--- src/rtl/dpec_delay.sv ---
// Clock-enabled delay line that keeps side data aligned with the arithmetic units.
module dpec_delay #(
    parameter int W     = 8,
    parameter int DEPTH = 2
) (
    input  logic         i_clk,
    input  logic         i_ce,
    input  logic [W-1:0] i_data,
    output logic [W-1:0] o_data
);

    logic [W-1:0] r_tap [0:DEPTH-1];

    always_ff @(posedge i_clk) begin
        if (i_ce) begin
            r_tap[0] <= i_data;
            for (int i = 1; i < DEPTH; i++) begin
                r_tap[i] <= r_tap[i-1];
            end
        end
    end

    assign o_data = r_tap[DEPTH-1];

endmodule

--- config.mk ---
export PLATFORM = sky130hd
export DESIGN_NAME = dpec_delay
export DESIGN_NICKNAME = d
export VERILOG_FILES = /design/src/rtl/dpec_delay.sv
export SDC_FILE = /design/constraint.sdc
export NUM_CORES = 1
export LEC_CHECK = 0
export ABC_AREA = 1
export BUFFER_PORTS_ARGS = -buffer_cell sky130_fd_sc_hd__buf_2
export CAP_MARGIN = 20
export CELL_PAD_IN_SITES_DETAIL_PLACEMENT = 0
export CELL_PAD_IN_SITES_GLOBAL_PLACEMENT = 2
export CORE_ASPECT_RATIO = 0.8
export CORE_MARGIN = 2
export CORE_UTILIZATION = 30
export CTS_BUF_LIST = sky130_fd_sc_hd__clkbuf_2
export CTS_CLUSTER_SIZE = 25
export DETAILED_ROUTE_END_ITERATION = 7
export HOLD_SLACK_MARGIN = 0.1
export PLACE_DENSITY_LB_ADDON = 0.1
export SLEW_MARGIN = 20
export SYNTH_ARGS = -nofsm -noshare
export SYNTH_HDL_FRONTEND = slang
export SYNTH_SLANG_ARGS = --single-unit
--- constraint.sdc ---
create_clock -name i_clk -period 0.8 [get_ports i_clk]
set_input_delay 0.04 -clock i_clk [delete_from_list [all_inputs] [get_ports i_clk]]
set_output_delay 0.04 -clock i_clk [all_outputs]
set_load 0.01 [all_outputs]
==> flow_metrics.env <==
export IMPL_status="finished with violations"
export IMPL_violations="setup timing"
export IMPL_vias=249
export IMPL_cts_repair_resized=0
export IMPL_overflow=0
export IMPL_crit_buf_inv=1
export IMPL_yosysMostFrequentCell="edfxtp_1"
export IMPL_synth_top_area_cell="edfxtp_1"
export IMPL_critPathMaxFanout=1
export IMPL_rows=13
export IMPL_initialDrtViolationCount=8
export IMPL_synth_area_per_cell_sq_um=22.5
export IMPL_ios=18
export IMPL_synth_enable_flop_cells=16
export IMPL_h_tree_depth=1
export IMPL_hold_class="primary input to flop"
export IMPL_synthArstFlopShare_pct=0
export IMPL_slowest_stage="edfxtp_1"
export IMPL_grt_usage_pct=6.20
export IMPL_cp_top_family="flip-flops"
export IMPL_largest_register="r_tap"
export IMPL_p_total_w=0.00144
export IMPL_min_period_ns=0.850
export IMPL_largest_reg_flops=16
export IMPL_critPathKind="flop to output port"
export IMPL_die_y_um=42.0
export IMPL_syn2layout_area_growth_pct=28.0
export IMPL_fmax_mhz=1180
export IMPL_top_regs="r_tap x16"
export IMPL_multi_input_cells=0
export IMPL_cap_viol_max_count=0
export IMPL_p_seq_share_pct=69.7
export IMPL_fin_ws_ns=-0.0504
export IMPL_diodes=0
export IMPL_yosys_area_top_type_share_pct=88.9
export IMPL_fin_nets=56
export IMPL_io_buffers=17
export IMPL_multi_input_area_sq_um=0
export IMPL_synthCells=24
export IMPL_skew_ns=0.0127
export IMPL_wl_per_cell_um=8.85
export IMPL_netSwitchingFraction_pct=19.6
export IMPL_gp_congestion=0.608
export IMPL_final_util_pct=41.7
export IMPL_p_sw_w=0.000283
export IMPL_reg2regPathDepth=0
export IMPL_start_kind="flop"
export IMPL_synth_ff_type="edfxtp_1"
export IMPL_peakVddDrop_v=0.00111
export IMPL_finalMaxSlewViolations=0
export IMPL_yosysSeqAreaShare_pct=88.9
export IMPL_core_sq_mm=0.00166
export IMPL_die_w_um=51.5
export IMPL_cp_depth=1
export IMPL_syn_nets=34
export IMPL_grt_pass1_vias=230
export IMPL_antenna_found_initial=0
export IMPL_numCtsBuffers=3
export IMPL_post_place_ws_ns=0.0966
export IMPL_clockBufferDepth=2
export IMPL_ant_nets=0
export IMPL_drive_gt1_share_pct=44.4
export IMPL_hold_path_cell_count=1
export IMPL_ys_warn_count=0
export IMPL_drc=0
export IMPL_fin_area_sq_um=692
export IMPL_insertion_delay_ns=0.28
export IMPL_p_per_area_mw_per_mm2=2080
export IMPL_dpl_cell_area_sq_um=593
export IMPL_crit_chain="buf_2"
export IMPL_synth_area_sq_um=541
export IMPL_dr_pass1_iters=2
export IMPL_arrival_ns=0.81
export IMPL_ys_types=2
export IMPL_grt_first_pass_wirelength_um=924
export IMPL_drt_wl_total_um=593
export IMPL_rsz0062_at_grt="true"
export IMPL_final_period_utilization_pct=106
export IMPL_setup_viol=8
export IMPL_tritoncts="yes"
export IMPL_pwr_share_clk_pct=23.2
export IMPL_avgViaCountPerCell=3.72
export IMPL_p_int_w=0.00116
export IMPL_synth_seq_cells=16
export IMPL_ys_top_cells_by_count="edfxtp_1 (16), buf_4 (8)"
export IMPL_die_area_sq_mm=0.00216
export IMPL_clkTransAtPathRegs_ns=0.14
export IMPL_cp_required_ns=0.76
export IMPL_worst_pin_slew_ns=0.342
export IMPL_power_frac_comb_pct=7.1
export IMPL_max_stage_delay_ns=0.39
export IMPL_cp_end_kind="output port"
export IMPL_finalHoldViolCount=0
export IMPL_cellLeakagePower_nw=0.271
export IMPL_relSlewSlack_pct=77.2
export IMPL_cts_root_buf="clkbuf_2"
export IMPL_grt_max_degree=17
export IMPL_initial_core_util_pct=32.6
export IMPL_numClockSinks=16
export IMPL_netlist_top_cells_area="edfxtp_1 (89%), buf_4 (11%)"
==> metrics by stage <==
stage / TNS (ns) / hold slack [ns] / instances
final: -0.274 / 0.174 / 67
after global routing: -0.773 / 0.161 / 67
after CTS: -0.527 / 0.160 / 67
after detailed placement: 0 / 0.218 / 55
after global placement: 0 / 0.217 / 55
after floorplan: 0 / 0.139 / 24
==> layout make-up <==
type / count / area [sq um]
tap: 22 / 27.5
clock buffer: 3 / 15.0
fill: 160 / 967
clock inverter: 1 / 3.75
sequential: 16 / 480
timing repair buffer: 25 / 165
==> routing by layer <==
layer  GRT usage, %  wire length (um)  vias up
li1               -                 -      122
met1           6.54               233      114
met2           9.23               289       13
met3           5.40                71        0
met4           1.58                 0        0
met5              0                 0        -
==> kinds of logic after synthesis <==
family	synth area share (%)
buffers and inverters	11.1
DFF	88.9
==> layout by cell type (no fill, tap or decap), drive strengths merged <==
master / count
buf: 17
edfxtp: 16
dlygate4sd3: 8
clkbuf: 3
clkinv: 1
==> power by group through the flow <==
stage	Combinational [W]	Sequential (W)	Clock (W)
floorplan	0.0000508	0.00102	0
global placement	0.0000734	0.00102	0
detailed placement	0.0000747	0.00103	0
CTS	0.000104	0.00101	0.000361
global route	0.000113	0.00101	0.000391
finish	0.000102	0.00100	0.000334
==> path summary, 6_finish.rpt <==
path,startpoint,endpoint,slack (ns)
worst min register to register,r_tap[0][2],r_tap[0][10],0.43
worst min-delay path,i_ce,r_tap[0][6],0.17
worst max register to register,r_tap[0][6],r_tap[0][14],0.16
worst max-delay path,r_tap[0][15],o_data[7],-0.05
==> what timing repair did <==
item                                    in CTS  in global routing
hold buffers                                 8                  0
hold endpoints to repair                     8                  0
gates cloned                                 0                  0
setup buffers                                0                  0
endpoints found under the setup margin       8                  8
No activity file was read; power rests on OpenSTA's default activity.
