===== config.mk =====
export PLATFORM = sky130hd
export DESIGN_NAME = dpec_div
export DESIGN_NICKNAME = d
export VERILOG_FILES = /design/src/rtl/dpec_div.sv
export SDC_FILE = /design/constraint.sdc
export NUM_CORES = 2
export LEC_CHECK = 0
export BUFFER_PORTS_ARGS = -buffer_cell sky130_fd_sc_hd__buf_2
export CORE_ASPECT_RATIO = 1.25
export CORE_MARGIN = 2
export CORE_UTILIZATION = 34
export CTS_CLUSTER_DIAMETER = 60
export DETAILED_ROUTE_END_ITERATION = 8
export PLACE_DENSITY_LB_ADDON = 0.1
export SLEW_MARGIN = 20
export SYNTH_ARGS = -nofsm -noshare
export SYNTH_HDL_FRONTEND = slang
export SYNTH_SLANG_ARGS = --single-unit
export TNS_END_PERCENT = 30

===== constraint.sdc =====
create_clock -name i_clk -period 6.3 [get_ports i_clk]
set_input_delay 0.315 -clock i_clk [delete_from_list [all_inputs] [get_ports i_clk]]
set_output_delay 0.315 -clock i_clk [all_outputs]
set_load 0.01 [all_outputs]

===== src/rtl/dpec_div.sv =====
// Pipelined signed by unsigned division, rounded to nearest with ties away from zero.
module dpec_div #(
    parameter int NUM_W = 58,
    parameter int DEN_W = 34,
    parameter int Q_W   = 20
) (
    input  logic                    i_clk,
    input  logic                    i_ce,
    input  logic signed [NUM_W-1:0] i_num,
    input  logic        [DEN_W-1:0] i_den,
    output logic signed [Q_W:0]     o_quo
);

    localparam int M_W = NUM_W + 1;
    localparam int C_W = (M_W > DEN_W + Q_W) ? M_W : DEN_W + Q_W;

    logic [NUM_W-1:0] w_mag;
    logic [M_W-1:0]   r_m   [0:Q_W-1];
    logic [DEN_W-1:0] r_den [0:Q_W-1];
    logic             r_neg [0:Q_W];
    logic [Q_W-1:0]   r_q   [0:Q_W];
    logic signed [Q_W:0] r_quo;

    assign w_mag = i_num[NUM_W-1] ? ~$unsigned(i_num) + NUM_W'(1) : $unsigned(i_num);

    always_ff @(posedge i_clk) begin
        if (i_ce) begin
            r_m[0]   <= M_W'(w_mag) + M_W'(i_den >> 1);
            r_den[0] <= i_den;
            r_neg[0] <= i_num[NUM_W-1];
            r_q[0]   <= '0;
        end
    end

    for (genvar j = 0; j < Q_W; j++) begin : g_bit
        localparam int SH = Q_W - 1 - j;
        logic [C_W-1:0] w_d;
        logic           w_ge;

        assign w_d  = C_W'(r_den[j]) << SH;
        assign w_ge = C_W'(r_m[j]) >= w_d;

        always_ff @(posedge i_clk) begin
            if (i_ce) begin
                r_q[j+1]   <= r_q[j] | (Q_W'(w_ge) << SH);
                r_neg[j+1] <= r_neg[j];
            end
        end

        if (j < Q_W - 1) begin : g_carry
            always_ff @(posedge i_clk) begin
                if (i_ce) begin
                    r_m[j+1]   <= w_ge ? M_W'(C_W'(r_m[j]) - w_d) : r_m[j];
                    r_den[j+1] <= r_den[j];
                end
            end
        end
    end

    always_ff @(posedge i_clk) begin
        if (i_ce) begin
            r_quo <= r_neg[Q_W] ? -$signed({1'b0, r_q[Q_W]}) : $signed({1'b0, r_q[Q_W]});
        end
    end

    assign o_quo = r_quo;

endmodule


==> flow_summary.toml <==
[global_route]
grt_pass1_wl_mm = 547.3
grt_pass1_vias = 88370
track_usage = 0.2058
antenna_found_initial = 5
grt_max_degree = 164
grt.overflow.total = 0

[finish]
layout-drive-gt1-share = 0.07338
stdcell_count = 15970
layout_commonest_cell = "edfxtp_1"
final_cell_mix = "edfxtp_1, a21oi_1, inv_1"
area_growth_pct = 12.84
finalNetCount = 11960

[yosys]
synth_top_area_share = 0.5341
ys.flop_type = "edfxtp_1"
yosys_warnings = 0
yosysTopAreaCell = "edfxtp_1"
ys_seq_area_frac = 0.5341
ys_seq_elements = 2112
async_flop_share = 0
synth_area_mm2 = 0.1187
synthesis.nets = 11710
yosysUniqueCellTypes = 93
synthTopCellsByArea = "edfxtp_1, ha_1, a21oi_1"
syn-instance-count = 10880
synth-edff-count = 2112
avgSynthCellArea_um2 = 10.92

[setup_path]
rr_worst_depth = 13
worst_setup_path_end_kind = "register"
arrival_ps = 6240
cp.required_ps = 6950
critPathLaunchType = "input port"
r2r_start = "r_den[3][103]$_DFFE_PP_"
cp-startpoint = "i_num[0]"
worstSetupPathType = "in -> reg"
crit_fanout = 8

[clock_tree]
cts_resized = 0
numCtsBuffers = 243
clkLatencyLatePin_ps = 940
clock-sinks = 2112
cts_max_level = 4
cts_setup_buffers = 0
clkTransAtPathRegs_ps = 60
cts_max_path_buffers = 4
cts_tree = "yes"
cts-root-buf = "clkbuf_16"

[power]
internal_power_mw = 37.94
pwr-share-clk = 0.232
p_sw_mw = 23.05
peakVddDrop_uv = 258.3
p_comb_frac = 0.402
power.leakage_nw = 51.51
netSwitchingFraction = 0.3779
powerDensity_mw_per_mm2 = 455.2
power.sequential.fraction = 0.366

[routing]
drc = 0
vias_per_cell = 5.228
dr.pass1.iters = 5
detail-route-antenna-nets = 0
wl_per_cell_um = 23.29
drt_wl_total_mm = 372.0
vias = 83510
drtIter0Drc = 4112

[place]
dp_hpwl_mm = 299.2
io_buffers = 114
gp_congestion = 0.9617
preCtsSetupSlack_ps = 404.2
place_inst = 15450

[die]
start_util = 0.3416
io_pins = 115
dieArea_mm2 = 0.3540
fp.dieW_um = 532.6
die_y_um = 664.7
floorplan.rows = 242
core_mm2 = 0.3476

[sta]
finalHoldViolCount = 0
fin_crit_ps = 5591
fmax_mhz = 178.9
worstMarginPinSlew_ps = 1251
finalSetupViolCount = 0
fin_ws_ps = 709.0
fin_worst_skew_ps = 74.63
period_share = 0.8875
drv_slew = 0
rsz0062_at_grt = "no"
slew_headroom = 0.1593
setup-tns-final_ps = 0
whs_ps = 88.46

[worst_hold_path]
hp-start = "i_num[2]"
min-delay-path-class = "in -> reg"
min_path_cells = 4

[run]
drv_cap = 0

[outcome]
outcome = "complete, no violations"
## power by group through the flow
stage	Sequential (mW)	Combinational, mW	Clock (mW)
floorplan	21.3	17.4	0
global placement	22.6	24.2	0
detailed placement	22.6	24.4	0
CTS	22.4	24.6	14.6
global route	22.6	27.1	15.1
finish	22.3	24.5	14.1
## path summary, 6_finish.rpt
check                    endpoint  slack [ps]
max          r_m[0][43]$_DFFE_PP_         710
min           r_m[0][2]$_DFFE_PP_          90
max reg2reg  r_m[4][48]$_DFFE_PP_        1060
min reg2reg  r_q[7][15]$_DFFE_PP_         410
## worst max-delay path, cell delays in order
cell           delay (ps)
dlygate4sd3_1         540
buf_2                 140
or3_1                 430
or4_1                 600
or3_1                 520
nand2_1               130
xnor2_1                80
ha_1                  390
nand4_1               170
or2_2                 320
nor3_1                350
o21ai_0               210
a21oi_1               380
nor2_1                220
or3_1                 600
nor2_1                190
xnor2_1                90
dlygate4sd3_1         550
## logic make-up (layout without fill, tap and decap cells)
logic type	Yosys count	in the layout	share of synthesized area
simple gates	2981	2981	0.1242
compound gates	2810	2810	0.1464
flops	2112	2112	0.5341
buf+inv	1202	1649	0.03808
xor+xnor	941	941	0.06941
fa+ha+maj	736	736	0.07882
mux	95	95	0.008957
other cells	1	14	0.00003158
## sequential cells by signal (all words and copies together) (netlist names)
| name | cells |
|---|---|
| r_den | 680 |
| o_quo | 21 |
| r_m | 1180 |
| r_neg | 21 |
| r_q | 210 |
## cell usage after synthesis, drive strengths merged (18+ instances only)
| cell | instances |
|---|---|
| xnor2 | 516 |
| a221oi | 21 |
| inv | 885 |
| nand3b | 39 |
| buf | 26 |
| and3 | 81 |
| or4 | 67 |
| o41ai | 24 |
| o21bai | 89 |
| ha | 716 |
| nor2 | 713 |
| o31a | 25 |
| or3 | 97 |
| nor4b | 21 |
| a21boi | 26 |
| nand4b | 22 |
| clkbuf | 289 |
| a31oi | 77 |
| mux2 | 90 |
| nor3b | 19 |
| a21oi | 945 |
| nor3 | 221 |
| a211oi | 63 |
| edfxtp | 2112 |
| a21o | 399 |
| nor2b | 104 |
| nand4 | 151 |
| a31o | 18 |
| o21a | 107 |
| and2 | 44 |
| nand2b | 119 |
| nor4 | 142 |
| o2111ai | 18 |
| o31ai | 91 |
| and4 | 21 |
| xor2 | 425 |
| fa | 20 |
| nand2 | 839 |
| o21ai | 665 |
| o211ai | 54 |
| or2 | 47 |
| a211o | 26 |
| nand3 | 200 |
## per-stage QoR
stage / utilization / power [mW] / instance area (µm²)
global placement: 0.3607 / 46.79 / 125400
CTS: 0.3854 / 61.52 / 134000
floorplan: - / 38.68 / 118700
finish: 0.3855 / 60.99 / 134000
detailed placement: 0.3608 / 47.03 / 125400
global route: 0.3854 / 64.80 / 134000
## repair_timing
item / 4_1_cts / 5_1_grt
setup endpoints to repair: 0 / 0
hold buffers: 70 / 0
hold endpoints to repair: 148 / 0
## final cells by class
type / count / area, µm²
fillers: 33720 / 213600
inverters: 887 / 3329
clock buffers: 298 / 6330
multi-input cells: 7564 / 51050
flip-flops and latches: 2112 / 63420
repair buffers: 323 / 2530
well taps: 4636 / 5801
clock inverters: 141 / 1499
diodes: 13 / 32.53
## layer usage
metal  track usage  vias up  wire length [µm]
met5             0        -                 0
met1        0.1642    40280            111000
met4        0.1712        0             36270
met3       0.02031      907              8687
met2        0.4323     1646            216100
li1              -    40670                 -
No activity file was read; power rests on OpenSTA's default activity.
