===== src/rtl/dpec_sqrt.sv =====
// Pipelined integer square root, one result bit per stage.
module dpec_sqrt #(
    parameter int IN_W = 34
) (
    input  logic              i_clk,
    input  logic              i_ce,
    input  logic [IN_W-1:0]   i_val,
    output logic [IN_W/2-1:0] o_root
);

    localparam int R_W = IN_W / 2;

    logic [IN_W-1:0] r_v   [0:R_W-1];
    logic [IN_W:0]   r_res [0:R_W-1];

    for (genvar j = 0; j < R_W; j++) begin : g_stage
        localparam logic [IN_W:0] BIT = (IN_W+1)'(1) << (2 * (R_W - 1 - j));
        logic [IN_W-1:0] w_vin;
        logic [IN_W:0]   w_rin;
        logic [IN_W:0]   w_trial;
        logic            w_ge;

        if (j == 0) begin : g_first
            assign w_vin = i_val;
            assign w_rin = '0;
        end else begin : g_next
            assign w_vin = r_v[j-1];
            assign w_rin = r_res[j-1];
        end

        assign w_trial = w_rin + BIT;
        assign w_ge    = {1'b0, w_vin} >= w_trial;

        always_ff @(posedge i_clk) begin
            if (i_ce) begin
                r_v[j]   <= w_ge ? IN_W'({1'b0, w_vin} - w_trial) : w_vin;
                r_res[j] <= w_ge ? (w_rin >> 1) + BIT : w_rin >> 1;
            end
        end
    end

    assign o_root = r_res[R_W-1][R_W-1:0];

endmodule


===== config.mk =====
export PLATFORM = sky130hd
export DESIGN_NAME = dpec_sqrt
export DESIGN_NICKNAME = d
export VERILOG_FILES = /design/src/rtl/dpec_sqrt.sv
export SDC_FILE = /design/constraint.sdc
export NUM_CORES = 1
export LEC_CHECK = 0
export BUFFER_PORTS_ARGS = -buffer_cell sky130_fd_sc_hd__buf_2
export CORE_UTILIZATION = 31
export CTS_CLUSTER_SIZE = 16
export DETAILED_ROUTE_END_ITERATION = 8
export GPL_TIMING_DRIVEN = 0
export PLACE_DENSITY = 0.57
export SLEW_MARGIN = 20
export SYNTH_ARGS = -nofsm -noshare
export SYNTH_HDL_FRONTEND = slang
export SYNTH_SLANG_ARGS = --single-unit

===== constraint.sdc =====
create_clock -name i_clk -period 4.45 [get_ports i_clk]
set_input_delay 0 -clock i_clk [delete_from_list [all_inputs] [get_ports i_clk]]
set_output_delay 0 -clock i_clk [all_outputs]
set_load 0.05 [all_outputs]

==> flow_summary.toml, run 1 <==
[die]
die_area_sq_um = 107000
initial_core_util = 0.315
coreArea_sq_um = 104000
ios = 53
die_x_um = 327
core.rowCount = 118
fp.dieH_um = 327

[power]
powerDensity_nw_per_um2 = 457
p_leak_uw = 0.0138
vdd_drop_max_mv = 0.350

[critical_path]
slowest_delay_ps = 590
cp.required_ps = 4820
crit_path_start_kind = "register"
crit_chain = "ha_1 -> nor4_2 -> nand3b_1 -> or4_1 -> a211o_1 -> a31oi_1 -> clkbuf_1 -> buf_2 -> o21ai_0"
crit_buf_inv = 2
crit_slowest_cell = "or4_1"
path_delay_family = "simple AND/OR/NAND/NOR gates"
end_kind = "register"
crit_arrival_ps = 4310
crit_type = "register to register"
crit_fanout = 10

[sta]
slew_headroom = 0.335
setup_ws_ps = 507
worst_pin_slew_ps = 989
fin_crit_sh = 0.886
hold_violations = 0
fin_hold_ws_ps = 75.4
skew_ps = 18.9
setup_violations = 0
rsz0062_at_grt = "no"
slew_viol_final = 0
fin_crit_ps = 3940
fmax_mhz = 254

[drt]
drc = 0
routed_wl_mm = 61.3
drtIter0Drc = 778
wl_per_cell_um = 14.8
vias = 19268
drtPass1Iterations = 4
postRouteAntennaNets = 0
via_per_inst = 4.66

[cells_and_area]
fillCellCount = 10131
final_cell_mix = "697 x edfxtp_1, 208 x inv_1, 193 x nand2_1, 166 x ha_1, 146 x o21ai_0"
utilization = 0.361
syn2layout_area_growth_pct = 14.8
multi_input_area_sq_um = 11000
final_cells = 4136
drive_gt1_frac = 0.0729
n_antenna_cell = 0
regArea_sq_um = 20900
fin_nets = 2908
final_common_cell = "edfxtp_1"

[hold_path]
hold_path.class = "primary input to register"

[cts]
insertion_delay_ps = 630
numCtsBuffers = 73
htree_levels = 3
tritoncts = "yes"
cts.clk_slew.worst_paths_ps = 60
clk_path_buf_depth = 3
clock-sinks = 697
cts-root-buf = "clkbuf_16"

[placed_design]
io_buffers = 52
place_congestion = 0.857
dp_cells = 3975
hpwl_mm = 45.4
place_ws_ps = 304

[synth]
async_flop_share = 0
avgSynthCellArea_sq_um = 12.9
syn_nets = 2737
synthCells = 2535
ys.flop_type = "edfxtp_1"
synth_seq_area_share = 0.638
synth-edff-count = 697
synth.distinct_cells = 66
synth.ff_latch_count = 697
syn_area_sq_um = 32800
yosys_warnings = 0

[global_route]
track_usage = 0.115
first_global_vias = 20129
grt_max_degree = 110
grt_pass1_wl_mm = 99.0
antenna_found_initial = 0
overflow = 0

[status]
status = "finished clean"

[flow_run]
maxCapViolations = 0
-- area by class of cell --
| type | count | share of cell area |
|---|---|---|
| Clock inverter | 42 | 0.0110 |
| Buffer | 33 | 0.00355 |
| Tap cell | 1380 | 0.0458 |
| Sequential cell | 697 | 0.556 |
| Timing Repair Buffer | 96 | 0.0220 |
| Clock buffer | 83 | 0.0495 |
| Inverter | 209 | 0.0208 |
| Multi-Input combinational cell | 1596 | 0.292 |
-- worst paths after layout --
| kind | startpoint | slack, ps | depth (start not counted) | end |
|---|---|---|---|---|
| worst max-delay path | r_v[0][461] | 510 | 9 | r_v[0][492] |
| worst min-delay path | i_val[5] | 80 | 2 | r_v[0][5] |
| worst max register to register | r_v[0][461] | 510 | 9 | r_v[0][492] |
| worst min register to register | r_v[0][240] | 440 | 0 | r_v[0][274] |
-- through the flow --
| step | power [uW] | TNS, ps | instance area, sq um |
|---|---|---|---|
| 2_1_floorplan | 10700 | 0 | 32800 |
| 3_3_place_gp | 11600 | -4881280 | 34800 |
| 3_5_place_dp | 11500 | 0 | 35000 |
| 4_1_cts | 17400 | 0 | 37700 |
| 5_1_grt | 18100 | 0 | 37700 |
| 6_report | 17200 | 0 | 37700 |
-- logic make-up after synthesis --
kind of cell | after synthesis | synth area share
buf+inv | 242 | 0.0280
xor+xnor | 211 | 0.0563
fa+ha+maj | 166 | 0.0633
compound gates | 450 | 0.0875
flops | 697 | 0.638
mux | 27 | 0.00877
simple gates | 742 | 0.118
-- state kept, by name, indices dropped and copies added (netlist names) --
signal  cells
r_res     153
r_v       544
-- repair_timing --
action	CTS	global route
setup endpoints to repair	0	14
endpoints found under the hold margin	92	0
resized for setup	0	1
hold buffers	36	0
buffers inserted	0	0
-- where the power goes --
| part | switching [uW] | internal (uW) | leakage (uW) | total (uW) |
|---|---|---|---|---|
| clock | 2500 | 3320 | 0.00111 | 5820 |
| combinational | 1520 | 1160 | 0.00605 | 2680 |
| sequential | 499 | 8220 | 0.00667 | 8720 |
| total | 4520 | 12700 | 0.0138 | 17200 |
-- routing by layer --
layer / routed length, um / track usage / vias up
met5: 0 / 0 / -
met4: 2680 / 0.0551 / 0
met1: 22000 / 0.104 / 8985
met2: 34900 / 0.239 / 260
met3: 1690 / 0.0211 / 154
li1: - / - / 9869
-- cells in the mapped netlist (36+ instances only) --
library cell / number / area (sq um)
a21oi_1: 89 / 445
o21ai_0: 146 / 731
inv_1: 208 / 781
o21a_1: 37 / 278
a21o_1: 42 / 315
nor3_1: 93 / 465
xor2_1: 110 / 963
nor4_1: 65 / 407
ha_1: 166 / 2080
nand3_1: 36 / 180
xnor2_1: 101 / 885
edfxtp_1: 697 / 20900
nor2_1: 127 / 477
nand2_1: 193 / 724
Power figures use the tool's default switching activity.
==> run 2: changes to the inputs <==
- CELL_PAD_IN_SITES_DETAIL_PLACEMENT: default -> 1
- CELL_PAD_IN_SITES_GLOBAL_PLACEMENT: default -> 1
- CORE_MARGIN: default -> 2
- PLACE_DENSITY: 0.57 -> 0.64
==> run 2 against run 1 <==
Compared with the run above: combinational power is 3% higher; non-clock buffer count fell by 1; register-to-register slack got worse by 140 ps; power increased by 2.7%; clock skew up 14 ps; global-route usage rose by 1.4 points; clock-buffer cell count rose by 10; die area up 1.2%; clock power up 6.2%; cell count up 0.56%; first-iteration DRC count rose by 8.4%; wire length grew 14%; critical path type unchanged; critical endpoint is now r_v[0][494].
==> flow_summary.toml, run 2 (synthesis results as in run 1) <==
[status]
status = "finished clean"

[cts]
postCtsSetupBuffers = 0
cts_resized = 0
tritoncts = "yes"
cts.clk_slew.worst_paths_ps = 60
htree_levels = 3
cts-root-buf = "clkbuf_16"
numCtsBuffers = 77
clk_path_buf_depth = 3
insertion_delay_ps = 650
clock-sinks = 697

[critical_path]
slowest_delay_ps = 630
worstReg2RegStart = "r_v[0][461]"
crit_type = "register to register"
crit_fanout = 10
crit_slowest_cell = "nor4_1"
crit_chain = "ha_1 -> nor4_1 -> nand3b_1 -> or4_1 -> a211o_1 -> a31oi_1 -> clkbuf_1 -> buf_2 -> o21ai_0"
crit_path_start_kind = "register"
crit_arrival_ps = 4450
crit_start = "r_v[0][461]"
path_delay_family = "simple AND/OR/NAND/NOR gates"
end_kind = "register"
cp.required_ps = 4810
crit_buf_inv = 2

[hold_path]
hold_path.class = "primary input to register"
min_from = "i_val[19]"

[sta]
worst_pin_slew_ps = 1230
fin_crit_sh = 0.918
fmax_mhz = 245
fin_hold_ws_ps = 56.0
fin_crit_ps = 4090
slew_viol_final = 0
hold_violations = 0
slew_headroom = 0.174
rsz0062_at_grt = "no"
skew_ps = 32.6
timing.setup.tns_ps = 0
setup_violations = 0

[drt]
routed_wl_mm = 69.6
drtIter0Drc = 843
drc = 0
postRouteAntennaNets = 0
drtPass1Iterations = 5
via_per_inst = 4.75
vias = 19774
wl_per_cell_um = 16.7

[cells_and_area]
final_cell_mix = "697 x edfxtp_1, 208 x inv_1, 193 x nand2_1, 166 x ha_1, 146 x o21ai_0"
utilization = 0.360
top_regs = "r_v x544, r_res x153"
syn2layout_area_growth_pct = 15.4
top_register = "r_v"
drive_gt1_frac = 0.0737
fin_nets = 2911
n_antenna_cell = 0
final_common_cell = "edfxtp_1"
largest_reg_flops = 544

[flow_run]
maxCapViolations = 0

[placed_design]
place_congestion = 0.868
io_buffers = 52
hpwl_mm = 52.2

[power]
powerDensity_nw_per_um2 = 467
p_leak_uw = 0.0139
vdd_drop_max_mv = 0.387

[global_route]
track_usage = 0.129
antenna_found_initial = 0
first_global_vias = 21582
overflow = 0
grt_max_degree = 113
grt_pass1_wl_mm = 111

[die]
initial_core_util = 0.312
die_x_um = 329
core.rowCount = 119
ios = 53
fp.dieH_um = 329
die_area_sq_um = 108000
coreArea_sq_um = 105000
-- run 2: cell type report --
| type | instances | area, sq um |
|---|---|---|
| Buffer | 33 | 134 |
| Clock buffer | 93 | 1990 |
| Clock inverter | 45 | 494 |
| Fill cell | 11283 | 67300 |
| Inverter | 209 | 785 |
| Multi-Input combinational cell | 1596 | 11000 |
| Sequential cell | 697 | 20900 |
| Tap cell | 1391 | 1740 |
| Timing Repair Buffer | 95 | 801 |
-- run 2: worst reg2reg max path: cells and delay by family (launching register included) --
kind,cells,cell delay [ps]
simple gates,3,1450
flops,1,390
fa+ha+maj,1,260
buf+inv,2,830
compound gates,3,910
-- run 2: power by group --
part | switching [uW] | internal (uW)
clock network | 2610 | 3570
logic | 1580 | 1170
registers | 534 | 8220
-- run 2: through the flow --
| step | instance area (sq um) | total power, uW | std cells | setup WS, ps |
|---|---|---|---|---|
| after CTS | 37800 | 17900 | 4159 | 281 |
| after floorplan | 32800 | 10700 | 2535 | 1180 |
| after global routing | 37800 | 18600 | 4159 | 33.7 |
| final | 37800 | 17700 | 4159 | 363 |
| after detailed placement | 35000 | 11600 | 3985 | 293 |
| after global placement | 34800 | 11700 | 3978 | -7140 |
-- run 2: worst paths after layout --
kind	endpoint	cells after the start	slack, ps
max	r_v[0][494]	9	360
min	r_v[0][19]	2	60
max reg2reg	r_v[0][494]	9	360
min reg2reg	r_v[0][345]	0	420
-- run 2: layer usage --
metal	wire [um]	GRT usage	share of wire
met1	25400	0.122	0.37
met4	2700	0.0565	0.039
met2	39900	0.268	0.57
met3	1590	0.0198	0.023
met5	0	0	0
-- run 2: what timing repair did --
action | 4_1_cts | 5_1_grt
hold buffers | 36 | 0
hold endpoints to repair | 116 | 0
setup endpoints to repair | 0 | 0
==> run 3: changes to the inputs <==
- ABC_AREA: default -> 1
- PLACE_DENSITY: 0.64 -> 0.66
- RECOVER_POWER: default -> 25
- SETUP_SLACK_MARGIN: default -> 0.15
==> run 3 against run 2 <==
Compared with the run above: global-route usage grew 4.1 points; setup slack gained 1300 ps; die area grew 17%; critical path depth grew 1; design area grew 17%; clock skew grew 21 ps; cell count grew 49%; non-clock buffer count grew 28; sequential power grew 0.9%; largest power group unchanged; highest routed layer unchanged; worst hold slack lost 24 ps; wire length grew 55%.
==> flow_summary.toml, run 3 <==
[placed_design]
place_congestion = 0.900
io_buffers = 52
place_ws_ps = 1670
hpwl_mm = 84.9

[sta]
hold_violations = 0
rsz0062_at_grt = "no"
fin_crit_sh = 0.622
worst_pin_slew_ps = 845
fmax_mhz = 362
setup_ws_ps = 1680
skew_ps = 53.9
slew_viol_final = 0
fin_hold_ws_ps = 31.9
fin_crit_ps = 2770
setup_violations = 0
slew_headroom = 0.430

[power]
p_total_uw = 19700
vdd_drop_max_mv = 0.302
powerDensity_nw_per_um2 = 445
p_leak_uw = 0.0191

[cells_and_area]
drive_gt1_frac = 0.0789
largest_reg_flops = 544
final_common_cell = "nand2_1"
final_cell_mix = "1319 x nand2_1, 697 x edfxtp_1, 664 x inv_1, 419 x nor2_1, 257 x nand3_1"
utilization = 0.358
syn2layout_area_growth_pct = 15.0
fillCellCount = 14401
regArea_sq_um = 20900
fin_nets = 4691
multi_input_area_sq_um = 14700
top_regs = "r_v x544, r_res x153"
top_register = "r_v"
n_antenna_cell = 0

[critical_path]
crit_arrival_ps = 3170
reg2regPathDepth = 10
worstReg2RegStart = "r_res[8][22]"
crit_type = "register to register"
timing.rr.end = "r_v[0][329]"
crit_start = "r_res[8][22]"
crit_path_start_kind = "register"
crit_fanout = 10
cp.required_ps = 4850
end_kind = "register"
reg2reg_slack_ps = 1680

[synth]
async_flop_share = 0
synthCells = 4285
yosys_warnings = 0
avgSynthCellArea_sq_um = 8.98
ys.flop_type = "edfxtp_1"
synth.ff_latch_count = 697
synth.distinct_cells = 49
syn_nets = 4487
yosysMostFrequentCell = "nand2_1"
synth_seq_area_share = 0.544
synthTopCellsByCount = "1319 x nand2_1, 697 x edfxtp_1, 664 x inv_1"
synth-edff-count = 697
netlist_top_cells_area = "edfxtp_1 54%, nand2_1 13%, inv_1 6.5%"
synth_top_area_cell = "edfxtp_1"
syn_area_sq_um = 38500
synth_top_area_share = 0.544

[cts]
cts-root-buf = "clkbuf_16"
postCtsSetupBuffers = 0
htree_levels = 3
clock-sinks = 697
insertion_delay_ps = 690
clk_path_buf_depth = 3
cts.clk_slew.worst_paths_ps = 60
numCtsBuffers = 77
tritoncts = "yes"

[global_route]
grt_pass1_wl_mm = 168
met3_usage = 0.0253
use_met2 = 0.288
grt_max_degree = 96
use_met1 = 0.224
overflow = 0
first_global_vias = 30057
antenna_found_initial = 0
busiest_layer = "met2"
track_usage = 0.170

[die]
coreArea_sq_um = 123000
ios = 53
initial_core_util = 0.312
core.rowCount = 129
die_area_sq_um = 127000
die_x_um = 356
fp.dieH_um = 356

[hold_path]
hold_path.class = "primary input to register"
min_to = "r_v[0][13]"
holdPathStages = 2
min_from = "i_val[13]"

[status]
status = "finished clean"

[drt]
drc = 0
wl_per_cell_um = 17.4
postRouteAntennaNets = 0
vias = 28997
drtPass1Iterations = 5
via_per_inst = 4.69
routed_wl_mm = 108
drtIter0Drc = 1855

[flow_run]
maxCapViolations = 0
-- run 3: changes by cell type in the layout (fill, tap and decap cells not counted), sizes merged, moves of 38 or more --
cell | previous run | this run
nand2 | 193 | 1341
nand3 | 36 | 265
nor2 | 127 | 446
xnor2 | 101 | 50
inv | 211 | 680
nand4 | 27 | 75
nor4 | 65 | 27
a21oi | 89 | 175
-- run 3: where the power goes --
| part | switching, uW | leakage (uW) | internal (uW) |
|---|---|---|---|
| Combinational | 2930 | 0.0111 | 1470 |
| Clock | 2840 | 0.00124 | 3600 |
| Sequential | 610 | 0.00669 | 8230 |
-- run 3: cells by family after synthesis --
group                    Yosys count  synth area share
adder cells (fa/ha/maj)          166            0.0540
buffers and inverters            708            0.0740
AO/OA/AOI/OAI                    316            0.0492
AND/OR/NAND/NOR                 2273             0.251
flip-flops                       697             0.544
XOR/XNOR                         125            0.0285
-- run 3: final cells by class --
type,count,area share
repair buffers,125,0.0261
flip-flops and latches,697,0.473
multi-input cells,2880,0.332
plain buffers,31,0.00690
clock buffers,87,0.0444
well taps,1637,0.0463
inverters,677,0.0574
clock inverters,52,0.0136
-- run 3: worst max path at each step --
| stage | cells after the start | to | slack, ps |
|---|---|---|---|
| global route | 10 | r_v[0][328] | 1440 |
| global placement | 1 | r_v[0][534] | -7510 |
| floorplan | 8 | r_v[0][424] | 2390 |
| finish | 10 | r_v[0][329] | 1680 |
| detailed placement | 10 | r_v[0][328] | 1670 |
| CTS | 10 | r_v[0][328] | 1650 |
-- run 3: per-stage QoR --
step / instance area, sq um / std cells / TNS [ps]
3_3_place_gp: 40800 / 5974 / -5138300
2_1_floorplan: 38500 / 4285 / 0
4_1_cts: 44300 / 6186 / 0
3_5_place_dp: 41000 / 5983 / 0
6_report: 44200 / 6186 / 0
5_1_grt: 44200 / 6186 / 0
-- run 3: critical path, stage by stage, from the launching register on --
cell      delay, ps
edfxtp_1        400
inv_1            60
ha_1            350
nand2_1         170
nor2_1          480
nand3_1         290
o21ai_0         280
nor2_2          110
buf_4           200
nand2_1          70
nand2_1          90
-- run 3: what timing repair did --
action	in CTS	in global routing
hold buffers	64	0
setup endpoints to repair	0	0
gates resized for setup	0	0
hold endpoints to repair	118	0
-- run 3: metal layers --
layer | share of wire | vias to the layer above
met5 | 0 | -
met4 | 0.027 | 0
met3 | 0.042 | 145
met2 | 0.47 | 474
met1 | 0.46 | 13917
li1 | - | 14461
